==> src/hdl/acs_pkg.sv <==
// Shared types, opcodes and microcode ROM for the accumulator CPU step block.
// Used by acs_seq, acs_datapath and accumulator_cpu_step_top.
package acs_pkg;

  localparam int MEM_DEPTH_DEF = 256;
  localparam int WORD_W        = 8;
  localparam int UA_W          = 4;

  localparam logic [7:0] OP_STA = 8'h10;
  localparam logic [7:0] OP_LDA = 8'h20;
  localparam logic [7:0] OP_ADD = 8'h30;
  localparam logic [7:0] OP_OR  = 8'h40;
  localparam logic [7:0] OP_AND = 8'h50;
  localparam logic [7:0] OP_NOT = 8'h60;
  localparam logic [7:0] OP_JMP = 8'h80;
  localparam logic [7:0] OP_JN  = 8'h90;
  localparam logic [7:0] OP_JZ  = 8'hA0;
  localparam logic [7:0] OP_HLT = 8'hF0;

  localparam logic [1:0] MODE_LOAD    = 2'd0;
  localparam logic [1:0] MODE_READ    = 2'd1;
  localparam logic [1:0] MODE_EXEC    = 2'd2;
  localparam logic [1:0] MODE_RESTART = 2'd3;

  localparam logic [1:0] ASEL_IN    = 2'd0;
  localparam logic [1:0] ASEL_PC    = 2'd1;
  localparam logic [1:0] ASEL_PC1   = 2'd2;
  localparam logic [1:0] ASEL_RDATA = 2'd3;

  localparam logic [1:0] WR_NONE = 2'd0;
  localparam logic [1:0] WR_DATA = 2'd1;
  localparam logic [1:0] WR_STA  = 2'd2;

  localparam logic [1:0] RSEL_ZERO = 2'd0;
  localparam logic [1:0] RSEL_MEM  = 2'd1;
  localparam logic [1:0] RSEL_IR   = 2'd2;

  localparam logic [UA_W-1:0] UA_LOAD      = 4'd0;
  localparam logic [UA_W-1:0] UA_READ      = 4'd1;
  localparam logic [UA_W-1:0] UA_READ_DATA = 4'd2;
  localparam logic [UA_W-1:0] UA_RESTART   = 4'd3;
  localparam logic [UA_W-1:0] UA_FETCH     = 4'd4;
  localparam logic [UA_W-1:0] UA_ARG       = 4'd5;
  localparam logic [UA_W-1:0] UA_OPND      = 4'd6;
  localparam logic [UA_W-1:0] UA_RUN       = 4'd7;
  localparam logic [UA_W-1:0] UA_HALTED    = 4'd8;

  typedef struct packed {
    logic [1:0]      asel;
    logic [1:0]      wr;
    logic            ld_ir;
    logic            ld_arg;
    logic            restart;
    logic            exec;
    logic [1:0]      rsel;
    logic            jmp_halt;
    logic [UA_W-1:0] target;
    logic            done;
  } uword_t;

  typedef struct packed {
    uword_t uw;
    logic   adv;
  } ctrl_t;

  typedef struct packed {
    logic [WORD_W-1:0] acc;
    logic [WORD_W-1:0] pc;
    logic              zero;
    logic              neg;
    logic              halt;
    logic [WORD_W-1:0] rd;
  } res_t;

  function automatic uword_t ucode(input logic [UA_W-1:0] ua);
    uword_t w;
    w = '0;
    unique case (ua)
      UA_LOAD: begin
        w.asel = ASEL_IN;
        w.wr   = WR_DATA;
        w.rsel = RSEL_ZERO;
        w.done = 1'b1;
      end
      UA_READ: begin
        w.asel = ASEL_IN;
      end
      UA_READ_DATA: begin
        w.asel = ASEL_IN;
        w.rsel = RSEL_MEM;
        w.done = 1'b1;
      end
      UA_RESTART: begin
        w.restart = 1'b1;
        w.rsel    = RSEL_ZERO;
        w.done    = 1'b1;
      end
      UA_FETCH: begin
        w.asel     = ASEL_PC;
        w.jmp_halt = 1'b1;
        w.target   = UA_HALTED;
      end
      UA_ARG: begin
        w.asel  = ASEL_PC1;
        w.ld_ir = 1'b1;
      end
      UA_OPND: begin
        w.asel   = ASEL_RDATA;
        w.ld_arg = 1'b1;
        w.wr     = WR_STA;
      end
      UA_RUN: begin
        w.exec = 1'b1;
        w.rsel = RSEL_IR;
        w.done = 1'b1;
      end
      UA_HALTED: begin
        w.rsel = RSEL_ZERO;
        w.done = 1'b1;
      end
      default: begin
        w.rsel = RSEL_ZERO;
        w.done = 1'b1;
      end
    endcase
    return w;
  endfunction

  function automatic logic [UA_W-1:0] dispatch(input logic [1:0] mode);
    logic [UA_W-1:0] ua;
    ua = UA_LOAD;
    unique case (mode)
      MODE_LOAD:    ua = UA_LOAD;
      MODE_READ:    ua = UA_READ;
      MODE_EXEC:    ua = UA_FETCH;
      MODE_RESTART: ua = UA_RESTART;
      default:      ua = UA_LOAD;
    endcase
    return ua;
  endfunction

  // Reduce an 8-bit address below depth; depth >= 16 keeps the quotient in 4 bits.
  function automatic logic [7:0] wrap_addr(input logic [7:0] a, input int depth);
    logic [8:0] r;
    r = {1'b0, a};
    for (int k = 3; k >= 0; k--) begin
      if (int'(r) >= (depth << k)) begin
        r = r - 9'(depth << k);
      end
    end
    return r[7:0];
  endfunction

endpackage

==> src/hdl/acs_ram.sv <==
// Generic single-port RAM with enable and registered read data.
// Depends on nothing.
module acs_ram #(
  parameter int WIDTH = 8,
  parameter int DEPTH = 256
) (
  input  logic                     clk,
  input  logic                     en,
  input  logic                     we,
  input  logic [$clog2(DEPTH)-1:0] addr,
  input  logic [WIDTH-1:0]         wdata,
  output logic [WIDTH-1:0]         rdata
);

  logic [WIDTH-1:0] mem_r [DEPTH];
  logic [WIDTH-1:0] rdata_r;

  always_ff @(posedge clk) begin
    if (en) begin
      if (we) begin
        mem_r[addr] <= wdata;
      end
      rdata_r <= mem_r[addr];
    end
  end

  assign rdata = rdata_r;

endmodule

==> src/hdl/acs_seq.sv <==
// Microcode sequencer: step counter, ROM lookup, dispatch and halt jump.
// Depends on acs_pkg.
module acs_seq import acs_pkg::*; (
  input  logic       clk,
  input  logic       rst_n,
  input  logic       in_fire,
  input  logic [1:0] in_mode,
  input  logic       halted,
  input  logic       out_block,
  output logic       busy,
  output logic       done_fire,
  output ctrl_t      ctrl
);

  logic            busy_r, busy_nxt;
  logic [UA_W-1:0] upc_r, upc_nxt;
  uword_t          uw;
  logic            adv;

  assign uw  = ucode(upc_r);
  assign adv = busy_r && !(uw.done && out_block);

  always_comb begin
    busy_nxt = busy_r;
    upc_nxt  = upc_r;
    if (in_fire) begin
      busy_nxt = 1'b1;
      upc_nxt  = dispatch(in_mode);
    end else if (adv) begin
      if (uw.done) begin
        busy_nxt = 1'b0;
      end else if (uw.jmp_halt && halted) begin
        upc_nxt = uw.target;
      end else begin
        upc_nxt = upc_r + 1'b1;
      end
    end
  end

  always_ff @(posedge clk) begin
    if (!rst_n) begin
      busy_r <= 1'b0;
      upc_r  <= UA_LOAD;
    end else begin
      busy_r <= busy_nxt;
      upc_r  <= upc_nxt;
    end
  end

  assign busy      = busy_r;
  assign done_fire = adv && uw.done;
  assign ctrl.uw   = uw;
  assign ctrl.adv  = adv;

endmodule

==> src/hdl/acs_datapath.sv <==
// Datapath: accumulator, program counter, halt mark, instruction registers, memory.
// Depends on acs_pkg and acs_ram.
module acs_datapath import acs_pkg::*; #(
  parameter int MEMORY_DEPTH = MEM_DEPTH_DEF
) (
  input  logic              clk,
  input  logic              rst_n,
  input  logic              in_fire,
  input  logic [7:0]        in_address,
  input  logic [WORD_W-1:0] in_data,
  input  logic              cfg_we,
  input  logic [7:0]        cfg_start,
  input  ctrl_t             ctrl,
  output logic              halted,
  output res_t              res
);

  localparam int AW = $clog2(MEMORY_DEPTH);

  logic [7:0]        addr_r;
  logic [WORD_W-1:0] data_r;
  logic [7:0]        start_r;
  logic [WORD_W-1:0] acc_r, acc_nxt;
  logic [7:0]        pc_r, pc_nxt;
  logic              halt_r, halt_nxt;
  logic [7:0]        ir_r;
  logic [7:0]        arg_r;

  logic [WORD_W-1:0] rdata;
  logic [WORD_W-1:0] wdata;
  logic [7:0]        raw_addr;
  logic [7:0]        wrapped;
  logic              we;
  logic [7:0]        pc1, pc2;

  assign pc1 = pc_r + 8'd1;
  assign pc2 = pc_r + 8'd2;

  always_comb begin
    unique case (ctrl.uw.asel)
      ASEL_IN:    raw_addr = addr_r;
      ASEL_PC:    raw_addr = pc_r;
      ASEL_PC1:   raw_addr = pc1;
      ASEL_RDATA: raw_addr = rdata;
      default:    raw_addr = addr_r;
    endcase
  end

  assign wrapped = wrap_addr(raw_addr, MEMORY_DEPTH);
  assign wdata   = (ctrl.uw.wr == WR_DATA) ? data_r : acc_r;
  assign we      = ctrl.adv && ((ctrl.uw.wr == WR_DATA) ||
                                ((ctrl.uw.wr == WR_STA) && (ir_r == OP_STA)));

  acs_ram #(
    .WIDTH (WORD_W),
    .DEPTH (MEMORY_DEPTH)
  ) u_ram (
    .clk   (clk),
    .en    (ctrl.adv),
    .we    (we),
    .addr  (wrapped[AW-1:0]),
    .wdata (wdata),
    .rdata (rdata)
  );

  always_comb begin
    acc_nxt  = acc_r;
    pc_nxt   = pc_r;
    halt_nxt = halt_r;
    if (ctrl.uw.restart) begin
      acc_nxt  = '0;
      pc_nxt   = start_r;
      halt_nxt = 1'b0;
    end else if (ctrl.uw.exec) begin
      unique case (ir_r)
        OP_STA: pc_nxt = pc2;
        OP_LDA: begin
          acc_nxt = rdata;
          pc_nxt  = pc2;
        end
        OP_ADD: begin
          acc_nxt = acc_r + rdata;
          pc_nxt  = pc2;
        end
        OP_OR: begin
          acc_nxt = acc_r | rdata;
          pc_nxt  = pc2;
        end
        OP_AND: begin
          acc_nxt = acc_r & rdata;
          pc_nxt  = pc2;
        end
        OP_NOT: begin
          acc_nxt = ~acc_r;
          pc_nxt  = pc1;
        end
        OP_JMP: pc_nxt = arg_r;
        OP_JN:  pc_nxt = acc_r[WORD_W-1] ? arg_r : pc2;
        OP_JZ:  pc_nxt = (acc_r == '0) ? arg_r : pc2;
        OP_HLT: halt_nxt = 1'b1;
        default: pc_nxt = pc1;
      endcase
    end
  end

  always_ff @(posedge clk) begin
    if (!rst_n) begin
      start_r <= '0;
      acc_r   <= '0;
      pc_r    <= '0;
      halt_r  <= 1'b0;
    end else begin
      if (cfg_we) begin
        start_r <= cfg_start;
      end
      if (ctrl.adv) begin
        acc_r  <= acc_nxt;
        pc_r   <= pc_nxt;
        halt_r <= halt_nxt;
      end
    end
  end

  always_ff @(posedge clk) begin
    if (in_fire) begin
      addr_r <= in_address;
      data_r <= in_data;
    end
    if (ctrl.adv && ctrl.uw.ld_ir) begin
      ir_r <= rdata;
    end
    if (ctrl.adv && ctrl.uw.ld_arg) begin
      arg_r <= rdata;
    end
  end

  always_comb begin
    res.acc  = acc_nxt;
    res.pc   = pc_nxt;
    res.zero = (acc_nxt == '0);
    res.neg  = acc_nxt[WORD_W-1];
    res.halt = halt_nxt;
    unique case (ctrl.uw.rsel)
      RSEL_ZERO: res.rd = '0;
      RSEL_MEM:  res.rd = rdata;
      RSEL_IR:   res.rd = ir_r;
      default:   res.rd = '0;
    endcase
  end

  assign halted = halt_r;

endmodule

==> src/hdl/accumulator_cpu_step_top.sv <==
// A load or restart request runs its write or reset step; a read runs an address step
// and a data step; an execute runs the fetch, operand address and operand data accesses
// on the single-port memory plus the execute step, or the fetch and a halted step when
// halted. No new request is taken while one is in progress; one can be taken in the same
// cycle that out_valid rises. A held result stalls the last step until out_stall drops.
// Synchronous active-low reset clears accumulator, program counter, halt mark and
// start address; memory contents are undefined until written.
module accumulator_cpu_step_top import acs_pkg::*; #(
  parameter int MEMORY_DEPTH = MEM_DEPTH_DEF
) (
  input  logic              clk,
  input  logic              rst_n,
  input  logic              in_valid,
  output logic              in_stall,
  input  logic [1:0]        in_mode,
  input  logic [7:0]        in_address,
  input  logic [WORD_W-1:0] in_data,
  output logic              out_valid,
  input  logic              out_stall,
  output logic [WORD_W-1:0] out_accumulator_value,
  output logic [7:0]        out_program_counter_value,
  output logic              out_zero_flag,
  output logic              out_negative_flag,
  output logic              out_halted_flag,
  output logic [WORD_W-1:0] out_read_data,
  input  logic              cfg_valid,
  output logic              cfg_ready,
  input  logic [7:0]        cfg_start_address
);

  logic  busy;
  logic  in_fire;
  logic  done_fire;
  logic  halted;
  logic  out_block;
  ctrl_t ctrl;
  res_t  res;
  logic  out_valid_r;
  res_t  out_r;

  assign in_stall  = busy;
  assign in_fire   = in_valid && !busy;
  assign cfg_ready = 1'b1;
  assign out_block = out_valid_r && out_stall;

  acs_seq u_seq (
    .clk       (clk),
    .rst_n     (rst_n),
    .in_fire   (in_fire),
    .in_mode   (in_mode),
    .halted    (halted),
    .out_block (out_block),
    .busy      (busy),
    .done_fire (done_fire),
    .ctrl      (ctrl)
  );

  acs_datapath #(
    .MEMORY_DEPTH (MEMORY_DEPTH)
  ) u_datapath (
    .clk        (clk),
    .rst_n      (rst_n),
    .in_fire    (in_fire),
    .in_address (in_address),
    .in_data    (in_data),
    .cfg_we     (cfg_valid && cfg_ready),
    .cfg_start  (cfg_start_address),
    .ctrl       (ctrl),
    .halted     (halted),
    .res        (res)
  );

  always_ff @(posedge clk) begin
    if (!rst_n) begin
      out_valid_r <= 1'b0;
    end else if (done_fire) begin
      out_valid_r <= 1'b1;
    end else if (!out_stall) begin
      out_valid_r <= 1'b0;
    end
  end

  always_ff @(posedge clk) begin
    if (done_fire) begin
      out_r <= res;
    end
  end

  assign out_valid                 = out_valid_r;
  assign out_accumulator_value     = out_r.acc;
  assign out_program_counter_value = out_r.pc;
  assign out_zero_flag             = out_r.zero;
  assign out_negative_flag         = out_r.neg;
  assign out_halted_flag           = out_r.halt;
  assign out_read_data             = out_r.rd;

endmodule

==> config.mk <==
export PLATFORM = sky130hd
export DESIGN_NAME = accumulator_cpu_step_top
export DESIGN_NICKNAME = d
export VERILOG_FILES = /design/src/hdl/acs_pkg.sv /design/src/hdl/acs_ram.sv /design/src/hdl/acs_seq.sv /design/src/hdl/acs_datapath.sv /design/src/hdl/accumulator_cpu_step_top.sv
export SDC_FILE = /design/constraint.sdc
export NUM_CORES = 2
export LEC_CHECK = 0
export CAP_MARGIN = 40
export CORE_ASPECT_RATIO = 0.5
export CORE_MARGIN = 2
export CORE_UTILIZATION = 45
export CTS_CLUSTER_DIAMETER = 100
export DETAILED_ROUTE_END_ITERATION = 8
export DONT_BUFFER_PORTS = 1
export PLACE_DENSITY = 0.68
export REMOVE_ABC_BUFFERS = 1
export SYNTH_ARGS = -nofsm -noshare
export SYNTH_HDL_FRONTEND = slang
export SYNTH_SLANG_ARGS = --single-unit
==> constraint.sdc <==
create_clock -name clk -period 24.9 [get_ports clk]
set_clock_uncertainty 0.15 [all_clocks]
set_input_delay 2.49 -clock clk [delete_from_list [all_inputs] [get_ports clk]]
set_output_delay 2.49 -clock clk [all_outputs]
set_load 0.05 [all_outputs]
## After elaboration in Yosys (flattened, before gate mapping)

Memory sizes are Yosys's and may differ from the RTL's. A register that Yosys moved wholly into a read port is not among the register bits.
Index checks and enable logic that the tools add are counted.

- Muxes and demuxes: 36
- Add/subtract/negate cells: 4
- Reduce and logical (&&, ||, !) cells: 24
- Equal/unequal tests: 29
- Bitwise gates (word level): 3

Operator list:

| cell | number |
|---|---|
| case mux 8 bit (5 select lines) | 2 |
| 2-to-1 mux 8 bit | 7 |
| == test 8 bit, second input constant | 4 |
| case mux 8 bit (4 select lines) | 1 |
| == test 8 x 7 -> 1 bit, second input constant | 3 |
| == test 4 x 3 -> 1 bit, second input constant | 4 |
| == test 8 x 6 -> 1 bit, second input constant | 2 |
| zero test 8 bit | 2 |
| 2-to-1 mux 1 bit | 16 |
| 2-to-1 mux 4 bit | 4 |
| case mux 4 bit (4 select lines) | 1 |
| case mux 8 bit (2 select lines) | 1 |
| == test 2 bit, second input constant | 6 |
| logical AND 1 bit | 10 |
| adder 8 x 1 -> 8 bit, second input constant | 1 |
| adder 8 x 2 -> 8 bit, second input constant | 1 |
| adder 8 bit | 1 |
| bitwise AND 8 bit | 1 |
| == test 2 x 1 -> 1 bit, second input constant | 4 |
| == test 4 x 2 -> 1 bit, second input constant | 2 |
| == test 8 x 5 -> 1 bit, second input constant | 1 |
| NOT 8 bit | 1 |
| bitwise OR 8 bit | 1 |
| case mux 2 bit (2 select lines) | 2 |
| other kinds (13) | 18 |

- Memories: 1
- Logic and storage cells: 114
- Bits in writable memories: 2048
- Flip-flop bits (word level): 90

Memory list:

| memory | depth | bits a word | read ports | clocked after memory_dff | write ports | line | source |
|---|---|---|---|---|---|---|---|
| u_datapath.u_ram.mem_r | 256 | 8 | 1 | 1 | 1 | acs_ram.sv:15 | `logic [WIDTH-1:0] mem_r [DEPTH];` |

## Logic depth before layout (Yosys ltp)

- Depth after elaboration: 10
- Mapped depth: 18
- Depth with buffers taken out: 12

## Modules after synthesis

Synthesis repeated with hierarchy kept, for this count alone.

- Cells, all modules: 4103
- Area, all modules: 83814.1 um^2

By module, submodules not included:

| module | sequential area each (um^2) | cells each | area an instance (um^2) | times used |
|---|---|---|---|---|
| acs_ram | 61739.2 | 3525 | 78363.9 | 1 |
| acs_datapath | 1461.4 | 486 | 4098.9 | 1 |
| accumulator_cpu_step_top | 830.8 | 33 | 864.6 | 1 |
| acs_seq | 100.1 | 59 | 486.7 | 1 |

## Worst setup path before layout

Ideal clock, no wire load.

- Path kind: reg-to-reg
- Start point: reg u_seq.upc_r[0]
- End point: mem u_datapath.u_ram.mem_r[0][0], data pin
- Data required time: 22.562 ns
- Slack: 11.292 ns
- Stages on the path, launching flop included: 8
- Buffers on the path: 3
- Arrival time: 11.270 ns
- Period minus slack after synthesis: 13.608 ns
- Cell sequence: dfxtp_1 > inv_1 > ha_1 > buf_2 > and2_1 > clkbuf_1 > clkbuf_1 > o21ai_0

- Longest elaborated chain between the ends: 4
- Elaborated cells on any way between the ends: 5

Ends and longest elaborated chain:

| what | line | source |
|---|---|---|
| start: declaration | acs_seq.sv:16 | `logic [UA_W-1:0] upc_r, upc_nxt;` |
| start signal: assignment | acs_seq.sv:46 | `upc_r <= upc_nxt;` |
| == test 4 x 3 -> 1 bit / zero test 4 bit (equally long branches) | acs_pkg.sv:78 | `unique case (ua)` |
| case mux 2 bit (2 select lines) * | acs_pkg.sv:78 |  |
| == test 2 x 1 -> 1 bit * | acs_datapath.sv:50 | `assign wdata = (ctrl.uw.wr == WR_DATA) ? data_r : acc_r;` |
| 2-to-1 mux 8 bit * | acs_datapath.sv:50 |  |
| named net u_datapath.u_ram.wdata[0] | acs_ram.sv:11 | `input logic [WIDTH-1:0] wdata,` |
| end: declaration | acs_ram.sv:15 |  |

The timed path passes the listed nets; every way through them passes the cells marked *.

## Worst setup path after layout

- Start point: reg u_seq.upc_r[0]
- End point: reg u_datapath.u_ram.rdata_r[4], in the netlist u_datapath.u_ram.rdata[4] (read register of u_datapath.u_ram.mem_r), data pin

- Longest elaborated chain between the ends: 6
- Elaborated cells on any way between the ends: 15

Ends and longest elaborated chain:

| what | line | source |
|---|---|---|
| parallel branches: the longest is 6 deep, another holds case mux 8 bit (4 select lines) | n/a |  |
| end: declaration | acs_ram.sv:16 | `logic [WIDTH-1:0] rdata_r;` |

Parallel ways; which one is timed is not known.
A chain may end at the register's enable or synchronous reset.

==> metrics.md <==
| Metric | Value |
|---|---|
| Horiz. Die Dim | `approximately 620 microns` |
| Max incr delay on CP | `0.80 ns` |
| Iter 0 DRT Violations | `7730` |
| Via count of the first global-routing pass | `roughly 49000` |
| Share of async-settable or async-resettable flops after synthesis | `0%` |
| Length in cells of the worst reg-to-reg path | `16` |
| Area leader, netlist | `sky130_fd_sc_hd__edfxtp_1` |
| Standard-cell row count | `between 100 and 150` |
| Skew-Pair Late Insertion Delay | `around 0.84 ns` |
| Final instance area | `between 90000 and 100000 sq um` |
| Max-slew violations | `0` |
| Clock buffer count from CTS | `approximately 180` |
| Max clock buf depth | `3` |
| DP HPWL | `around 140000 microns` |
| Top-area cell type share of the netlist area | `between 70% and 80%` |
| I/O Pins | `a little over 60` |
| Global-route wire length before repair | `335000 microns` |
| Post-Synthesis Mean Instance Area | `14.3 sq um` |
| Number of setup buffers added after CTS | `0` |
| RSZ-0062 raised after global routing | `no` |
| Hold buffer count at CTS | `0` |
| Critical path's most frequent cell | `sky130_fd_sc_hd__buf_4` |
| CTS root buffer | `sky130_fd_sc_hd__clkbuf_16` |
| Post-synth design cell area | `approximately 86000 sq um` |
| Final critical-path required period | `between 7 and 8 ns` |
| Most frequent cells after synthesis | `sky130_fd_sc_hd__edfxtp_1, sky130_fd_sc_hd__nand2_1, sky130_fd_sc_hd__a21oi_1` |
| Number of levels the H-tree was split into | `4` |
| CTS clk-pin slew, worst paths | `~0.070 ns` |
| Worst hold margin | `between 0.3 and 0.4 ns` |
| Floorplan die area | `~190000 sq um` |
| Via count | `approximately 53000` |
| Max-capacitance violation count | `0` |
| Proportion of layout cells with a drive suffix above 1 | `about 7.9%` |
| TritonCTS clock tree | `built` |
| Most frequent cell after synthesis | `sky130_fd_sc_hd__edfxtp_1` |
| Number of clock sinks | `2145` |
| DRC Markers | `0` |
| Power density cells | `about 81 nW/um^2` |
| All-layer global routing usage | `23.1%` |
| Startpoint of the worst setup timing path | `u_seq.upc_r[0]` |
| Setup Crit Path Kind | `reg -> reg` |
| Actual slew at the worst max-slew pin | `about 1.3 ns` |
| Final Total Pwr | `approximately 0.0077 W` |
| Highest achievable clock rate | `roughly 130 MHz` |
| Outcome | `completed` |
| Final antenna-violating net count | `0` |
| Number of iterations in the first detailed-routing pass | `6` |
| Post-Route Utilization | `50.0%` |
| Per-cell routed wire length | `between 20 and 30 microns` |
| Cell area after placement | `between 80000 and 90000 sq um` |
| Synthesized netlist cell count | `about 6000` |
| Remaining max-slew budget at the tightest pin | `between 10% and 20%` |
| Count of warnings emitted by yosys | `0` |
| Initial Utilization | `around 45%` |
| Max FO, Critical Path | `147` |
| Number of input and output port buffers inserted | `0` |
| Initial antenna violation count | `8` |
| Nature of the critical path startpoint | `flip-flop` |
| Number of cells on the worst hold path | `2` |
| Hold violation total from the final report | `0` |
| Routability-driven placement congestion ratio | `slightly below 0.9` |
| Height of the die | `313 microns` |
| Worst EP arrival | `7.83 ns` |
| Peak supply drop | `roughly 0.062 mV` |
| Biggest area contributors in the synthesized netlist | `sky130_fd_sc_hd__edfxtp_1, sky130_fd_sc_hd__nand2_1, sky130_fd_sc_hd__mux2i_1, sky130_fd_sc_hd__a21oi_1, sky130_fd_sc_hd__nor2_1` |
| Worst min-delay path startpoint | `u_datapath.halted` |
| Global route total overflow | `0` |
| Area of the core | `approximately 190000 sq um` |
| Count of unique library cells instantiated by Yosys | `77` |
| Number of flops mapped to enable cells by yosys | `2114` |
| Number of synthesized register bits | `between 2000 and 2500` |
| Final WL | `around 230000 microns` |
| Average via count per standard cell | `approximately 6.2` |
| Final clock period utilization by the worst path | `between 20% and 30%` |
| Kind of end point of the critical path | `flip-flop` |
| Critical path's slowest cell | `sky130_fd_sc_hd__buf_4` |
| Share of the yosys chip area belonging to registers | `around three quarters` |
| Sum of negative setup slack | `0 ns` |
| Largest net degree at the start of global routing | `180` |
| Post-CTS resize count | `0` |
| Layout Nets | `between 5000 and 6000` |
| Startpoint of the worst register-to-register path | `u_seq.upc_r[0]` |
| Predominant post-synthesis flop cell | `sky130_fd_sc_hd__edfxtp_1` |
| List of cells traversed by the critical path | `inv_1, ha_1, a21o_1, a221o_1, buf_4, nand2_8, buf_12, buf_4, buf_4, mux2i_1, o22ai_1, or4_1, o21ai_1, o221ai_1, o31ai_1, o211ai_1` |
| Static leakage power | `about 31 nW` |
| Required time at the endpoint of the critical path | `25.29 ns` |
| HP Class | `reg -> reg` |
| Count of endpoints failing setup in the final report | `0` |
| Area Growth Syn to Fin | `10.3%` |
## state kept, by name, summed over array words and instances (netlist names), 4 cells and up
| signal | count |
|---|---|
| out_accumulator_value | 8 |
| out_program_counter_value | 8 |
| out_read_data | 8 |
| u_datapath.acc_r | 8 |
| u_datapath.addr_r | 8 |
| u_datapath.arg_r | 8 |
| u_datapath.data_r | 8 |
| u_datapath.ir_r | 8 |
| u_datapath.pc_r | 8 |
| u_datapath.start_r | 8 |
| u_datapath.u_ram.mem_r | 2048 |
| u_datapath.u_ram.rdata | 8 |
| u_seq.upc_r | 4 |
## placed cells by master (no fill, tap or decap), drive strengths merged, types with 24 or more instances in the layout
| cell | synthesis | routed |
|---|---|---|
| a211oi | 27 | 27 |
| a21oi | 506 | 506 |
| a221oi | 130 | 130 |
| a22oi | 80 | 80 |
| a31oi | 31 | 31 |
| a32oi | 103 | 103 |
| and3 | 27 | 27 |
| buf | 267 | 152 |
| clkbuf | 147 | 219 |
| clkinv | 3 | 99 |
| dfxtp | 31 | 31 |
| edfxtp | 2114 | 2114 |
| ha | 24 | 24 |
| inv | 33 | 41 |
| mux2i | 362 | 362 |
| nand2 | 1016 | 1016 |
| nand3 | 172 | 172 |
| nor2 | 351 | 351 |
| nor3 | 45 | 45 |
| nor4 | 33 | 33 |
| o21ai | 115 | 115 |
| o22ai | 168 | 168 |
## critical path, delay by kind of cell (launching register included)
kind                     cells  cell delay (ns)
AO/OA/AOI/OAI                7             2.07
AND/OR/NAND/NOR              2             1.08
flip-flops                   1             0.42
adder cells (fa/ha/maj)      1             0.37
multiplexers                 1             0.27
buffers and inverters        5             2.56
## layer usage
metal / global-route usage (%) / vias up / part of all wire [%]
met5: 0 / - / 0.0048
met4: 7.27 / 2 / 3.0
met3: 5.86 / 412 / 12
met2: 34.1 / 3041 / 44
met1: 33.7 / 26600 / 41
li1: - / 22900 / -
## power breakdown
| part | internal (W) | switching (W) | total (W) |
|---|---|---|---|
| clock network | 0.00151 | 0.00133 | 0.00283 |
| registers | 0.00406 | 0.0000258 | 0.00408 |
| logic | 0.000193 | 0.000568 | 0.000762 |
## metrics by stage
step	instances	setup WS, ns
after floorplan	5589	10.21
after global placement	8210	17.70
after detailed placement	8266	17.65
after CTS	8604	17.61
after global routing	8609	17.10
final	8613	17.46
## kinds of logic after synthesis
| family | Yosys count | share of synthesized area [%] |
|---|---|---|
| buffers and inverters | 450 | 2.54 |
| adders and majority gates | 25 | 0.373 |
| muxes | 369 | 4.37 |
| and+or+nand+nor | 1716 | 8.29 |
| DFF | 2145 | 74.6 |
| other | 1 | 0.00436 |
| AOI/OAI and AO/OA | 1283 | 9.68 |
| xor gates and xnor gates | 14 | 0.143 |
## layout make-up
type,count,area (sq um)
fillers,15600,94900
flip-flops and latches,2145,64100
multi-input cells,3408,19900
clock buffers,219,4830
well taps,2530,3170
repair buffers,152,1670
clock inverters,119,980
inverters,36,135
diodes,4,10.0
## final timing paths
kind                                to  slack (ns)
min reg2reg          u_datapath.halted        0.32
min                  u_datapath.halted        0.32
max reg2reg  u_datapath.u_ram.rdata[4]       17.46
max          u_datapath.u_ram.rdata[4]       17.46
No activity file was read; power rests on OpenSTA's default activity.
